[src/design/lpw_pkg.sv]
// ----------------------------------------------------------------------------
// lpw_pkg : shared types and constants for the LED pixel wire word packer
// Command format between front and back, sizes and the pulse expansion.
// ----------------------------------------------------------------------------
package lpw_pkg;

  localparam int unsigned MAX_FRAME_PIXELS = 4096;
  localparam int unsigned LimitW           = 13;
  localparam logic [LimitW-1:0] LimitReset = 13'd4096;

  localparam int unsigned WordW    = 32;
  localparam int unsigned PixBitsW = 72;                 // 24 colour bits x 3
  localparam int unsigned BufW     = WordW + PixBitsW;   // leftover + one pixel
  localparam int unsigned CntW     = $clog2(BufW + 1);

  localparam int unsigned QueueDepth = 4;
  localparam int unsigned QPtrW      = $clog2(QueueDepth);
  localparam int unsigned QCntW      = $clog2(QueueDepth + 1);

  // APB register map
  localparam int unsigned PaddrW           = 3;
  localparam logic [0:0]  RegIdxPixelLimit = 1'b0;

  typedef struct packed {
    logic        encode;     // pixel passed the limit check
    logic [23:0] grb;
    logic        frame_end;
  } lpw_cmd_t;

  // Each colour bit b becomes 1, b, 0 on the wire, MSB first.
  function automatic logic [PixBitsW-1:0] pulse_expand(input logic [23:0] grb);
    logic [PixBitsW-1:0] w;
    w = '0;
    for (int j = 0; j < 24; j++) begin
      w[3*j+2] = 1'b1;
      w[3*j+1] = grb[j];
      w[3*j]   = 1'b0;
    end
    return w;
  endfunction

endpackage

[src/design/lpw_pix_if.sv]
// ----------------------------------------------------------------------------
// lpw_pix_if : pixel input channel
// Valid/ready channel carrying one pixel and/or a frame-end marker per item.
// ----------------------------------------------------------------------------
interface lpw_pix_if;
  logic       valid;
  logic       ready;
  logic       has_pixel;
  logic [7:0] red;
  logic [7:0] green;
  logic [7:0] blue;
  logic       frame_end;

  modport source (output valid, has_pixel, red, green, blue, frame_end, input ready);
  modport sink   (input valid, has_pixel, red, green, blue, frame_end, output ready);
endinterface

[src/design/lpw_word_if.sv]
// ----------------------------------------------------------------------------
// lpw_word_if : wire word output channel
// Valid/ready channel carrying one 32-bit wire word per item.
// ----------------------------------------------------------------------------
interface lpw_word_if;
  logic        valid;
  logic        ready;
  logic [31:0] wire_word;
  logic        frame_last;

  modport source (output valid, wire_word, frame_last, input ready);
  modport sink   (input valid, wire_word, frame_last, output ready);
endinterface

[src/design/lpw_front.sv]
// ----------------------------------------------------------------------------
// lpw_front : input acceptance and pixel limit check
// Counts pixels per frame, drops those over the limit, hands commands to the queue.
// ----------------------------------------------------------------------------
module lpw_front (
  input  logic                      clk_i,
  input  logic                      rst_ni,
  lpw_pix_if.sink                   pix,
  input  logic [lpw_pkg::LimitW-1:0] pixel_limit_i,
  output logic                      cmd_valid_o,
  input  logic                      cmd_ready_i,
  output lpw_pkg::lpw_cmd_t         cmd_o
);

  localparam logic [16:0] MaxPix = 17'(lpw_pkg::MAX_FRAME_PIXELS);

  logic [lpw_pkg::LimitW-1:0] pixels_q, pixels_d;
  logic [16:0]                limit_eff;
  logic                       accept;
  logic                       encode;

  assign limit_eff = ({4'b0, pixel_limit_i} > MaxPix) ? MaxPix : {4'b0, pixel_limit_i};
  assign encode    = pix.has_pixel && ({4'b0, pixels_q} < limit_eff);

  // items that produce no word are taken without touching the queue
  assign pix.ready   = cmd_ready_i;
  assign accept      = pix.valid && pix.ready;
  assign cmd_valid_o = pix.valid && (encode || pix.frame_end);

  assign cmd_o.encode    = encode;
  assign cmd_o.grb       = {pix.green, pix.red, pix.blue};
  assign cmd_o.frame_end = pix.frame_end;

  always_comb begin
    pixels_d = pixels_q;
    if (accept) begin
      if (pix.frame_end) begin
        pixels_d = '0;
      end else if (encode) begin
        pixels_d = pixels_q + 1'b1;
      end
    end
  end

  always_ff @(posedge clk_i or negedge rst_ni) begin
    if (!rst_ni) begin
      pixels_q <= '0;
    end else begin
      pixels_q <= pixels_d;
    end
  end

endmodule

[src/design/lpw_cmd_fifo.sv]
// ----------------------------------------------------------------------------
// lpw_cmd_fifo : short command queue
// Decouples the front from the word packing back end.
// ----------------------------------------------------------------------------
module lpw_cmd_fifo (
  input  logic              clk_i,
  input  logic              rst_ni,
  input  logic              wr_valid_i,
  output logic              wr_ready_o,
  input  lpw_pkg::lpw_cmd_t wr_data_i,
  output logic              rd_valid_o,
  input  logic              rd_ready_i,
  output lpw_pkg::lpw_cmd_t rd_data_o
);

  lpw_pkg::lpw_cmd_t          mem_q [lpw_pkg::QueueDepth];
  logic [lpw_pkg::QPtrW-1:0]  wr_ptr_q, rd_ptr_q;
  logic [lpw_pkg::QCntW-1:0]  cnt_q, cnt_d;
  logic                       push, pop;

  assign wr_ready_o = (cnt_q != lpw_pkg::QCntW'(lpw_pkg::QueueDepth));
  assign rd_valid_o = (cnt_q != '0);
  assign rd_data_o  = mem_q[rd_ptr_q];
  assign push       = wr_valid_i && wr_ready_o;
  assign pop        = rd_valid_o && rd_ready_i;

  always_comb begin
    cnt_d = cnt_q;
    if (push && !pop) begin
      cnt_d = cnt_q + 1'b1;
    end else if (pop && !push) begin
      cnt_d = cnt_q - 1'b1;
    end
  end

  always_ff @(posedge clk_i or negedge rst_ni) begin
    if (!rst_ni) begin
      wr_ptr_q <= '0;
      rd_ptr_q <= '0;
      cnt_q    <= '0;
    end else begin
      cnt_q <= cnt_d;
      if (push) begin
        wr_ptr_q <= wr_ptr_q + 1'b1;
      end
      if (pop) begin
        rd_ptr_q <= rd_ptr_q + 1'b1;
      end
    end
  end

  always_ff @(posedge clk_i) begin
    if (push) begin
      mem_q[wr_ptr_q] <= wr_data_i;
    end
  end

endmodule

[src/design/lpw_back.sv]
// ----------------------------------------------------------------------------
// lpw_back : wire bit packer
// Expands pixels to pulse bits, emits 32-bit words, pads and ends frames.
// ----------------------------------------------------------------------------
module lpw_back (
  input  logic              clk_i,
  input  logic              rst_ni,
  input  logic              cmd_valid_i,
  output logic              cmd_ready_o,
  input  lpw_pkg::lpw_cmd_t cmd_i,
  lpw_word_if.source        word
);

  localparam int unsigned BufW = lpw_pkg::BufW;
  localparam int unsigned CntW = lpw_pkg::CntW;

  // bits are held left aligned: earliest pending bit at the top, zeros below
  logic [BufW-1:0] buf_q, buf_d, buf_post;
  logic [CntW-1:0] cnt_q, cnt_d, cnt_post;
  logic            end_q, end_d, end_post;
  logic            out_valid_q, out_valid_d;
  logic [31:0]     out_word_q, out_word_d;
  logic            out_last_q, out_last_d;
  logic            out_free, emit_want, do_emit, full_word;
  logic [BufW-1:0] pix_bits;

  assign out_free  = !out_valid_q || word.ready;
  assign full_word = (cnt_q >= CntW'(32));
  assign emit_want = full_word || end_q;
  assign do_emit   = emit_want && out_free;

  always_comb begin
    buf_post    = buf_q;
    cnt_post    = cnt_q;
    end_post    = end_q;
    out_valid_d = out_valid_q && !word.ready;
    out_word_d  = out_word_q;
    out_last_d  = out_last_q;
    if (do_emit) begin
      out_valid_d = 1'b1;
      out_word_d  = buf_q[BufW-1 -: 32];
      out_last_d  = 1'b0;
      if (full_word) begin
        buf_post = buf_q << 32;
        cnt_post = cnt_q - CntW'(32);
      end else if (cnt_q != '0) begin
        // padded partial word, zeros already below
        buf_post = '0;
        cnt_post = '0;
      end else begin
        out_word_d = '0;
        out_last_d = 1'b1;
        buf_post   = '0;
        end_post   = 1'b0;
      end
    end
  end

  assign cmd_ready_o = (cnt_post < CntW'(32)) && !end_post;
  assign pix_bits    = {lpw_pkg::pulse_expand(cmd_i.grb), 32'b0} >> cnt_post[4:0];

  always_comb begin
    buf_d = buf_post;
    cnt_d = cnt_post;
    end_d = end_post;
    if (cmd_valid_i && cmd_ready_o) begin
      end_d = cmd_i.frame_end;
      if (cmd_i.encode) begin
        buf_d = buf_post | pix_bits;
        cnt_d = cnt_post + CntW'(lpw_pkg::PixBitsW);
      end
    end
  end

  always_ff @(posedge clk_i or negedge rst_ni) begin
    if (!rst_ni) begin
      buf_q       <= '0;
      cnt_q       <= '0;
      end_q       <= 1'b0;
      out_valid_q <= 1'b0;
    end else begin
      buf_q       <= buf_d;
      cnt_q       <= cnt_d;
      end_q       <= end_d;
      out_valid_q <= out_valid_d;
    end
  end

  always_ff @(posedge clk_i) begin
    out_word_q <= out_word_d;
    out_last_q <= out_last_d;
  end

  assign word.valid      = out_valid_q;
  assign word.wire_word  = out_word_q;
  assign word.frame_last = out_last_q;

  a_cnt_range: assert property (@(posedge clk_i) disable iff (!rst_ni)
    cnt_q <= CntW'(BufW))
    else $error("pending bit count out of range");

  a_last_zero: assert property (@(posedge clk_i) disable iff (!rst_ni)
    (out_valid_q && out_last_q) |-> (out_word_q == '0))
    else $error("frame end word not zero");

  a_no_pop_in_flush: assert property (@(posedge clk_i) disable iff (!rst_ni)
    (end_q && !do_emit) |-> !cmd_ready_o)
    else $error("command taken while frame flush pending");

  // a following frame end may be taken in the same cycle, so end_q can rise again
  a_zero_word_next: assert property (@(posedge clk_i) disable iff (!rst_ni)
    (do_emit && end_q && (cnt_q == '0)) |=> (out_valid_q && out_last_q))
    else $error("frame end word not issued");

endmodule

[src/design/led_pixel_wire_word_packer_top.sv]
// ----------------------------------------------------------------------------
// led_pixel_wire_word_packer_top : LED strip pixel to wire word packer
// Encodes pixels into three-bit pulse code packed into 32-bit wire words.
// ----------------------------------------------------------------------------
// Usage:
//   pix_i  : one item per pixel (has_pixel, red, green, blue) and/or a
//            frame_end marker. Sent as G, R, B, MSB first, each bit as 1,b,0.
//   word_o : 32-bit wire words, earliest bit in bit 31. At frame end a
//            partial word is zero padded, then an all-zero word with
//            frame_last set closes the frame.
//   APB    : register 0 (byte 0) pixel_limit, reset 4096; pixels past
//            min(pixel_limit, 4096) in a frame are dropped.
// Throughput: the word output moves one word a cycle while word_o is not
//   stalled; a pixel is 72 bits, so two or three words, about 2.25 words per
//   pixel averaged, plus up to two words at frame end. Set by the single word output register.
// A four-entry command queue lets the input run ahead while word_o is
//   stalled; pix_i.ready drops only when that queue is full.
// Reset clears the leftover bits, the frame pixel count and the queue;
//   pixel_limit returns to 4096. No clearing pass is needed.
// ----------------------------------------------------------------------------
module led_pixel_wire_word_packer_top (
  input  logic                       clk_i,
  input  logic                       rst_ni,
  lpw_pix_if.sink                    pix_i,
  lpw_word_if.source                 word_o,
  input  logic                       psel,
  input  logic                       penable,
  input  logic                       pwrite,
  input  logic [lpw_pkg::PaddrW-1:0] paddr,
  input  logic [31:0]                pwdata,
  output logic [31:0]                prdata,
  output logic                       pready
);

  logic [lpw_pkg::LimitW-1:0] limit_q;
  logic                       reg_sel;
  logic                       wr_en;

  logic              f_valid, f_ready;
  lpw_pkg::lpw_cmd_t f_cmd;
  logic              b_valid, b_ready;
  lpw_pkg::lpw_cmd_t b_cmd;

  assign pready  = 1'b1;
  assign reg_sel = (paddr[2] == lpw_pkg::RegIdxPixelLimit);
  assign wr_en   = psel && penable && pwrite && pready && reg_sel;
  assign prdata  = reg_sel ? {19'b0, limit_q} : 32'b0;

  always_ff @(posedge clk_i or negedge rst_ni) begin
    if (!rst_ni) begin
      limit_q <= lpw_pkg::LimitReset;
    end else if (wr_en) begin
      limit_q <= pwdata[lpw_pkg::LimitW-1:0];
    end
  end

  lpw_front u_front (
    .clk_i         (clk_i),
    .rst_ni        (rst_ni),
    .pix           (pix_i),
    .pixel_limit_i (limit_q),
    .cmd_valid_o   (f_valid),
    .cmd_ready_i   (f_ready),
    .cmd_o         (f_cmd)
  );

  lpw_cmd_fifo u_fifo (
    .clk_i      (clk_i),
    .rst_ni     (rst_ni),
    .wr_valid_i (f_valid),
    .wr_ready_o (f_ready),
    .wr_data_i  (f_cmd),
    .rd_valid_o (b_valid),
    .rd_ready_i (b_ready),
    .rd_data_o  (b_cmd)
  );

  lpw_back u_back (
    .clk_i       (clk_i),
    .rst_ni      (rst_ni),
    .cmd_valid_i (b_valid),
    .cmd_ready_o (b_ready),
    .cmd_i       (b_cmd),
    .word        (word_o)
  );

endmodule

[src/flat_wrapper.sv]
// flat-port wrapper written by rule: the top's interface ports become plain ports
module led_pixel_wire_word_packer_top_flat 
  (clk_i, rst_ni, psel, penable, pwrite, paddr, pwdata, prdata, pready, pix_i_valid, pix_i_has_pixel, pix_i_red, pix_i_green, pix_i_blue, pix_i_frame_end, pix_i_ready, word_o_valid, word_o_wire_word, word_o_frame_last, word_o_ready);
  lpw_pix_if pix_i_i ();
  lpw_word_if word_o_i ();
  input  logic clk_i;
  input  logic rst_ni;
  input  logic psel;
  input  logic penable;
  input  logic pwrite;
  input  logic [lpw_pkg::PaddrW-1:0] paddr;
  input  logic [31:0] pwdata;
  output logic [31:0] prdata;
  output logic pready;
  input wire logic [$bits(pix_i_i.valid)-1:0] pix_i_valid;
  input wire logic [$bits(pix_i_i.has_pixel)-1:0] pix_i_has_pixel;
  input wire logic [$bits(pix_i_i.red)-1:0] pix_i_red;
  input wire logic [$bits(pix_i_i.green)-1:0] pix_i_green;
  input wire logic [$bits(pix_i_i.blue)-1:0] pix_i_blue;
  input wire logic [$bits(pix_i_i.frame_end)-1:0] pix_i_frame_end;
  output wire logic [$bits(pix_i_i.ready)-1:0] pix_i_ready;
  output wire logic [$bits(word_o_i.valid)-1:0] word_o_valid;
  output wire logic [$bits(word_o_i.wire_word)-1:0] word_o_wire_word;
  output wire logic [$bits(word_o_i.frame_last)-1:0] word_o_frame_last;
  input wire logic [$bits(word_o_i.ready)-1:0] word_o_ready;
  assign pix_i_i.valid = pix_i_valid;
  assign pix_i_i.has_pixel = pix_i_has_pixel;
  assign pix_i_i.red = pix_i_red;
  assign pix_i_i.green = pix_i_green;
  assign pix_i_i.blue = pix_i_blue;
  assign pix_i_i.frame_end = pix_i_frame_end;
  assign pix_i_ready = pix_i_i.ready;
  assign word_o_valid = word_o_i.valid;
  assign word_o_wire_word = word_o_i.wire_word;
  assign word_o_frame_last = word_o_i.frame_last;
  assign word_o_i.ready = word_o_ready;
  led_pixel_wire_word_packer_top u_core (.clk_i(clk_i), .rst_ni(rst_ni), .pix_i(pix_i_i), .word_o(word_o_i), .psel(psel), .penable(penable), .pwrite(pwrite), .paddr(paddr), .pwdata(pwdata), .prdata(prdata), .pready(pready));
endmodule
[config.mk]
export PLATFORM = sky130hd
export DESIGN_NAME = led_pixel_wire_word_packer_top_flat
export DESIGN_NICKNAME = d
export VERILOG_FILES = /design/src/design/lpw_pkg.sv /design/src/design/lpw_pix_if.sv /design/src/design/lpw_word_if.sv /design/src/design/lpw_front.sv /design/src/design/lpw_cmd_fifo.sv /design/src/design/lpw_back.sv /design/src/design/led_pixel_wire_word_packer_top.sv /design/src/flat_wrapper.sv
export SDC_FILE = /design/constraint.sdc
export NUM_CORES = 1
export LEC_CHECK = 0
export BUFFER_PORTS_ARGS = -buffer_cell sky130_fd_sc_hd__buf_4
export CORE_UTILIZATION = 38
export DETAILED_ROUTE_END_ITERATION = 7
export GPL_TIMING_DRIVEN = 0
export SETUP_SLACK_MARGIN = 0.2
export SYNTH_ARGS = -nofsm -noshare
export SYNTH_HDL_FRONTEND = slang
export SYNTH_SLANG_ARGS = --single-unit
export TNS_END_PERCENT = 1
[constraint.sdc]
create_clock -name clk_i -period 4.1 [get_ports clk_i]
set_input_delay 0.615 -clock clk_i [delete_from_list [all_inputs] [get_ports clk_i]]
set_output_delay 0.615 -clock clk_i [all_outputs]
set_load 0.01 [all_outputs]
==> results of run 1 <==
[final cells by class]
class / count / area (sq um) / share of cell area
repair buffers: 101 / 782 / 0.0436
clock buffers: 37 / 798 / 0.0445
multi-input cells: 1010 / 6860 / 0.383
clock inverters: 20 / 280 / 0.0156
well taps: 525 / 657 / 0.0367
flip-flops and latches: 283 / 7770 / 0.433
inverters: 25 / 97.6 / 0.00545
repair inverters: 1 / 7.51 / 0.000419
plain buffers: 135 / 669 / 0.0373
[cell usage in the layout (no fill, tap or decap), types with 24 or more instances in the layout]
cell       instances
a21oi_1          101
a221o_1           31
a22o_1            32
a22oi_1           37
and2_1            38
buf_4            119
clkbuf_1          83
clkbuf_16         31
dfrtp_1          145
edfxtp_1         137
mux2i_1           26
nand2_1          118
nor2_1            96
nor3_1            24
o21ai_0          101
[state kept, by name, indices dropped and copies added (netlist names), 2 cells and up]
signal	count
u_core.limit_q	13
u_core.u_fifo.wr_ptr_q	2
u_core.u_fifo.cnt_q	3
u_core.u_back.cnt_q	7
u_core.u_back.buf_q	104
u_core.u_front.pixels_q	13
u_core.u_fifo.rd_ptr_q	2
u_core.u_back.word.wire_word	32
u_core.u_fifo.mem_q	104
[cells by family (layout without fill, tap and decap cells)]
family / after synthesis / after routing / synth area share
simple gates: 382 / 382 / 0.119
mux: 67 / 67 / 0.0636
compound gates: 511 / 511 / 0.236
buf+inv: 160 / 319 / 0.0493
xor+xnor: 9 / 9 / 0.00517
fa+ha+maj: 21 / 21 / 0.0177
other cells: 2 / 20 / 0.000492
flops: 283 / 283 / 0.509
[synthesized netlist by cell type (21+ instances only)]
master / count / area share
clkbuf_1: 84 / 0.021
nand2_1: 119 / 0.029
a22o_1: 32 / 0.018
and2_1: 42 / 0.017
dfrtp_1: 145 / 0.24
nor3_1: 25 / 0.0082
mux4_2: 22 / 0.032
nor2b_1: 22 / 0.0090
nor2_1: 97 / 0.024
a22oi_1: 37 / 0.018
a21oi_1: 102 / 0.033
a221o_1: 31 / 0.020
o21ai_0: 104 / 0.034
nand3_1: 22 / 0.0072
o211ai_1: 21 / 0.010
edfxtp_1: 137 / 0.27
inv_1: 21 / 0.0052
mux2i_1: 26 / 0.017
[how the worst min path moves through the flow]
stage / from / endpoint / slack [ns]
final: rst_ni / u_core.u_back.buf_q[87] / 0.08
after global routing: rst_ni / u_core.u_back.buf_q[87] / 0.13
after CTS: rst_ni / u_core.u_back.buf_q[89] / 0.10
after detailed placement: u_core.u_back.buf_q[3] / u_core.u_back.buf_q[3] / 0.47
after global placement: u_core.u_back.buf_q[3] / u_core.u_back.buf_q[3] / 0.46
after floorplan: rst_ni / u_core.limit_q[0] / 0.32
[power groups by stage]
stage	Clock, mW	Combinational (mW)	Sequential, mW
6_report	2.98	5.84	4.09
5_1_grt	3.13	6.11	4.16
4_1_cts	3.02	5.66	4.09
3_5_place_dp	0	5.64	4.15
3_3_place_gp	0	5.63	4.13
2_1_floorplan	0	3.25	4.07
[routing by layer]
metal  vias up  wire (um)
met5         -         19
met4         2       3820
met3       191       5100
met2       718      28900
met1      6649      25500
li1       5767          -
[worst max-delay path: stages (launching register included)]
cell	delay, ns
dfrtp_1	0.44
inv_1	0.13
ha_1	0.15
buf_2	0.22
nand2_2	0.26
nor4_1	0.93
nor2_1	0.42
o32a_1	0.28
o21ai_0	0.83
a222oi_1	0.20
o21ai_1	0.13
[through the flow]
stage / hold slack [ns] / instance area [sq um]
finish: 0.0769 / 17900
global route: 0.132 / 17900
CTS: 0.104 / 17800
detailed placement: 0.466 / 16700
global placement: 0.463 / 16700
floorplan: 0.319 / 15300
[what timing repair did]
action	CTS	global route
buffers inserted	0	6
endpoints found under the setup margin	207	214
resized for setup	10	26
gates cloned	0	1
pin swaps	0	5
==> results.sh, run 1 <==
export IMPL_reg2reg_from="u_core.u_back.cnt_q[5]"
export IMPL_worstSetupPathType="reg2reg"
export IMPL_vdd_drop_max_mv=0.349
export IMPL_wl_per_cell_um=29.6
export IMPL_core_sq_um=39600
export IMPL_pwr_share_comb=0.452
export IMPL_cts_sink_count=283
export IMPL_synth_area_sq_um=15300
export IMPL_cts_root_buf="clkbuf_16"
export IMPL_fin_nets=1677
export IMPL_p_per_area_nw_per_um2=720
export IMPL_slew_headroom=0.115
export IMPL_die_area_sq_um=41000
export IMPL_finalSetupViolations=0
export IMPL_fmax_ghz=0.245
export IMPL_hold_viol=0
export IMPL_grt_util_met1=0.399
export IMPL_clockBufferDepth=3
export IMPL_swShare=0.427
export IMPL_fin_crit_ns=4.08
export IMPL_p_seq_frac=0.317
export IMPL_htree_levels=1
export IMPL_cp_end_kind="register"
export IMPL_cap_violations=0
export IMPL_layout_drive_gt1_share=0.176
export IMPL_via_per_inst=6.24
export IMPL_skew_ns=0.0201
export IMPL_grt_busiest_layer="met2"
export IMPL_crit_required_ns=4.60
export IMPL_ys_types=78
export IMPL_drc=0
export IMPL_setup_tns_ns=0
export IMPL_clk_pin_slew_ns=0.06
export IMPL_diodes=0
export IMPL_rrSetupSlack_ns=0.02
export IMPL_area_delta_synth_final_pct=17.5
export IMPL_cp_endpoint="u_core.u_back.buf_q[76]"
export IMPL_status="completed"
export IMPL_grt_pass1_vias=13200
export IMPL_synth_area_per_cell_sq_um=10.6
export IMPL_synth_edf_count=137
export IMPL_vias=13300
export IMPL_yosysSeqAreaShare=0.509
export IMPL_pwr_share_clk=0.231
export IMPL_syn_inst=1435
export IMPL_ant_nets=0
export IMPL_reg2regPathDepth=10
export IMPL_final_util=0.452
export IMPL_clock_latency_ns=0.57
export IMPL_crit_fanout=10
export IMPL_holdBufCountCts=0
export IMPL_die_width_um=202
export IMPL_internal_power_mw=7.40
export IMPL_dp_slack_ns=-0.515
export IMPL_async_flop_share=0.516
export IMPL_first_pass_iters=6
export IMPL_numPortBuffers=94
export IMPL_slew_violations=0
export IMPL_cp_startpoint="u_core.u_back.cnt_q[5]"
export IMPL_fill_cells=3798
export IMPL_worst_slack_ns=0.0186
export IMPL_grt_pass1_wl_mm=92.4
export IMPL_use_met3=0.0609
export IMPL_rows=73
export IMPL_final_cell_count_no_fill=2137
export IMPL_antenna_found_initial=1
export IMPL_drt_initial_drc_count=1496
export IMPL_leakage_nw=7.28
export IMPL_dp_hpwl_mm=47.8
export IMPL_place_inst=2073
export IMPL_fin_crit_sh=0.995
export IMPL_crit_arrival_ns=4.58
export IMPL_rsz0062_at_grt="yes"
export IMPL_drt_total_wl_mm=63.3
export IMPL_ys_flop_type="dfrtp_1"
export IMPL_hold_class="in2async"
export IMPL_cts_made_buffers=31
export IMPL_p_switching_mw=5.51
export IMPL_cts_tree="yes"
export IMPL_worst_pin_slew_ns=1.33
export IMPL_ys_seq_elements=283
export IMPL_start_util=0.385
export IMPL_grtUsageTotal=0.309
export IMPL_ys_warn_count=0
export IMPL_routabilityCongestion=1.01
export IMPL_grt_max_degree=76
export IMPL_grt_util_met2=0.491
export IMPL_die_h_um=202
export IMPL_io_pins=136
export IMPL_startpoint_type="register"
export IMPL_reg2reg_to="u_core.u_back.buf_q[76]"
export IMPL_p_total_mw=12.9
export IMPL_grt_overflow_total=0
(Power assumes the default switching activity.)
==> inputs of run 2 (changes only) <==
CELL_PAD_IN_SITES_DETAIL_PLACEMENT = 1   (was unset)
CELL_PAD_IN_SITES_GLOBAL_PLACEMENT = 1   (was unset)
PLACE_DENSITY_LB_ADDON = 0.1   (was unset)
==> run 2 against run 1 <==
Net effect: clock power is essentially flat; cell area rose by 0.38%; sequential cell count unchanged; die area did not move; via count grew 0.86%; sequential power about the same; cell count barely moved; sequential share of layout area down 0.16 points; critical path depth did not move; fmax grew 7.2%; highest routed layer is now met4.
==> results.sh, run 2 (same netlist as run 1, synthesis figures left out) <==
export IMPL_status="completed"
export IMPL_grt_overflow_total=0
export IMPL_worstSetupPathType="reg2reg"
export IMPL_hold_slack_ns=0.208
export IMPL_worst_pin_slew_ns=1.05
export IMPL_cts_sink_count=283
export IMPL_final_common_cell="dfrtp_1"
export IMPL_clock_latency_ns=0.61
export IMPL_clk_pin_slew_ns=0.07
export IMPL_drc=0
export IMPL_hp_start="pix_i_blue[5]"
export IMPL_min_path_cells=1
export IMPL_reg2reg_to="u_core.u_back.buf_q[32]"
export IMPL_die_width_um=202
export IMPL_die_area_sq_um=41000
export IMPL_startpoint_type="register"
export IMPL_diodes=0
export IMPL_fin_crit_ns=3.81
export IMPL_final_cell_area_sq_um=18000
export IMPL_dp_hpwl_mm=50.8
export IMPL_min_to="u_core.u_fifo.mem_q[1][6]"
export IMPL_grt_pass1_vias=13600
export IMPL_final_util=0.454
export IMPL_crit_fanout=10
export IMPL_fmax_ghz=0.263
export IMPL_wl_per_cell_um=32.0
export IMPL_clockBufferDepth=3
export IMPL_die_h_um=202
export IMPL_hold_viol=0
export IMPL_htree_levels=1
export IMPL_first_pass_iters=6
export IMPL_leakage_nw=7.31
export IMPL_rrSetupSlack_ns=0.29
export IMPL_routabilityCongestion=1.02
export IMPL_cp_end_kind="register"
export IMPL_area_delta_synth_final_pct=17.9
export IMPL_grtUsageTotal=0.335
export IMPL_reg2reg_from="u_core.u_back.cnt_q[2]"
export IMPL_cts_root_buf="clkbuf_16"
export IMPL_io_pins=136
export IMPL_grt_pass1_wl_mm=98.6
export IMPL_drt_total_wl_mm=68.3
export IMPL_skew_ns=0.0228
export IMPL_rsz0062_at_grt="yes"
export IMPL_vdd_drop_max_mv=0.451
export IMPL_crit_required_ns=4.61
export IMPL_fill_cells=4372
export IMPL_numPortBuffers=94
export IMPL_cap_violations=0
export IMPL_antenna_found_initial=0
export IMPL_drt_initial_drc_count=1289
export IMPL_placed_area_sq_um=16700
export IMPL_core_sq_um=39600
export IMPL_slew_violations=0
export IMPL_reg2regPathDepth=10
export IMPL_grt_max_degree=105
export IMPL_start_util=0.385
export IMPL_crit_arrival_ns=4.32
export IMPL_via_per_inst=6.28
export IMPL_p_per_area_nw_per_um2=732
export IMPL_vias=13400
export IMPL_finalSetupViolations=0
export IMPL_fin_nets=1679
export IMPL_final_cell_mix="145 x dfrtp_1, 137 x edfxtp_1, 120 x buf_4, 118 x nand2_1, 101 x o21ai_0"
export IMPL_slew_headroom=0.299
export IMPL_ant_nets=0
export IMPL_rows=73
export IMPL_cts_tree="yes"
export IMPL_cp_startpoint="u_core.u_back.cnt_q[2]"
export IMPL_cts_made_buffers=31
export IMPL_fin_crit_sh=0.928
export IMPL_hold_class="in2reg"
export IMPL_setup_tns_ns=0
export IMPL_layout_drive_gt1_share=0.189
run 2: power breakdown:
| group | leakage [nW] | internal (mW) | switching (mW) |
|---|---|---|---|
| registers | 3.23 | 3.72 | 0.370 |
| logic | 3.56 | 1.91 | 4.23 |
| clock network | 0.520 | 1.72 | 1.22 |
| total | 7.31 | 7.35 | 5.82 |
run 2: area by class of cell:
type	count	area, sq um	area share
buffer	135	678	0.0377
clock buffer	36	846	0.0470
clock inverter	21	223	0.0124
inverter	25	97.6	0.00542
multi-input combinational	1010	6910	0.384
sequential	283	7770	0.432
tap	525	657	0.0365
timing repair buffer	103	803	0.0447
timing repair inverter	1	7.51	0.000417
run 2: critical path, cell delays in order (launching register included):
cell and delay (ns):
dfrtp_1 0.48, clkbuf_1 0.50, clkbuf_1 0.67, nand2_1 0.34, a21oi_1 0.53, buf_4 0.30, o211a_1 0.18, a21oi_1 0.04
o211ai_1 0.35, a222oi_1 0.18, o21ai_0 0.12
run 2: timing repair:
item	in CTS	in global routing
gates resized for setup	22	32
cloned	1	0
setup endpoints to repair	233	189
endpoints found under the hold margin	42	0
hold buffers	1	0
pin swaps	0	3
buffers inserted	2	3
run 2: how the worst max path moves through the flow:
stage	endpoint	slack, ns	cells past startpoint
floorplan	u_core.u_fifo.cnt_q[2]	0.59	15
global placement	u_core.u_back.buf_q[53]	-0.79	11
detailed placement	u_core.u_back.buf_q[75]	-0.53	12
CTS	u_core.u_back.buf_q[59]	0.09	11
global route	u_core.u_back.buf_q[32]	0.14	11
finish	u_core.u_back.buf_q[32]	0.29	10
run 2: metal layers:
layer / share of wire / vias to the layer above / routed length (um) / GRT usage
met4: 0.062 / 0 / 4240 / 0.175
met2: 0.44 / 619 / 30300 / 0.516
met1: 0.42 / 6875 / 28700 / 0.451
li1: - / 5777 / - / -
met5: 0 / - / 0 / 0
met3: 0.075 / 170 / 5100 / 0.0589
run 2: per-stage QoR:
stage	std cells	power [mW]	setup slack (ns)
after floorplan	1453	7.33	0.594
after global placement	2072	9.93	-0.792
after detailed placement	2075	10.0	-0.527
after CTS	2136	13.0	0.0857
after global routing	2139	13.6	0.142
final	2139	13.2	0.294
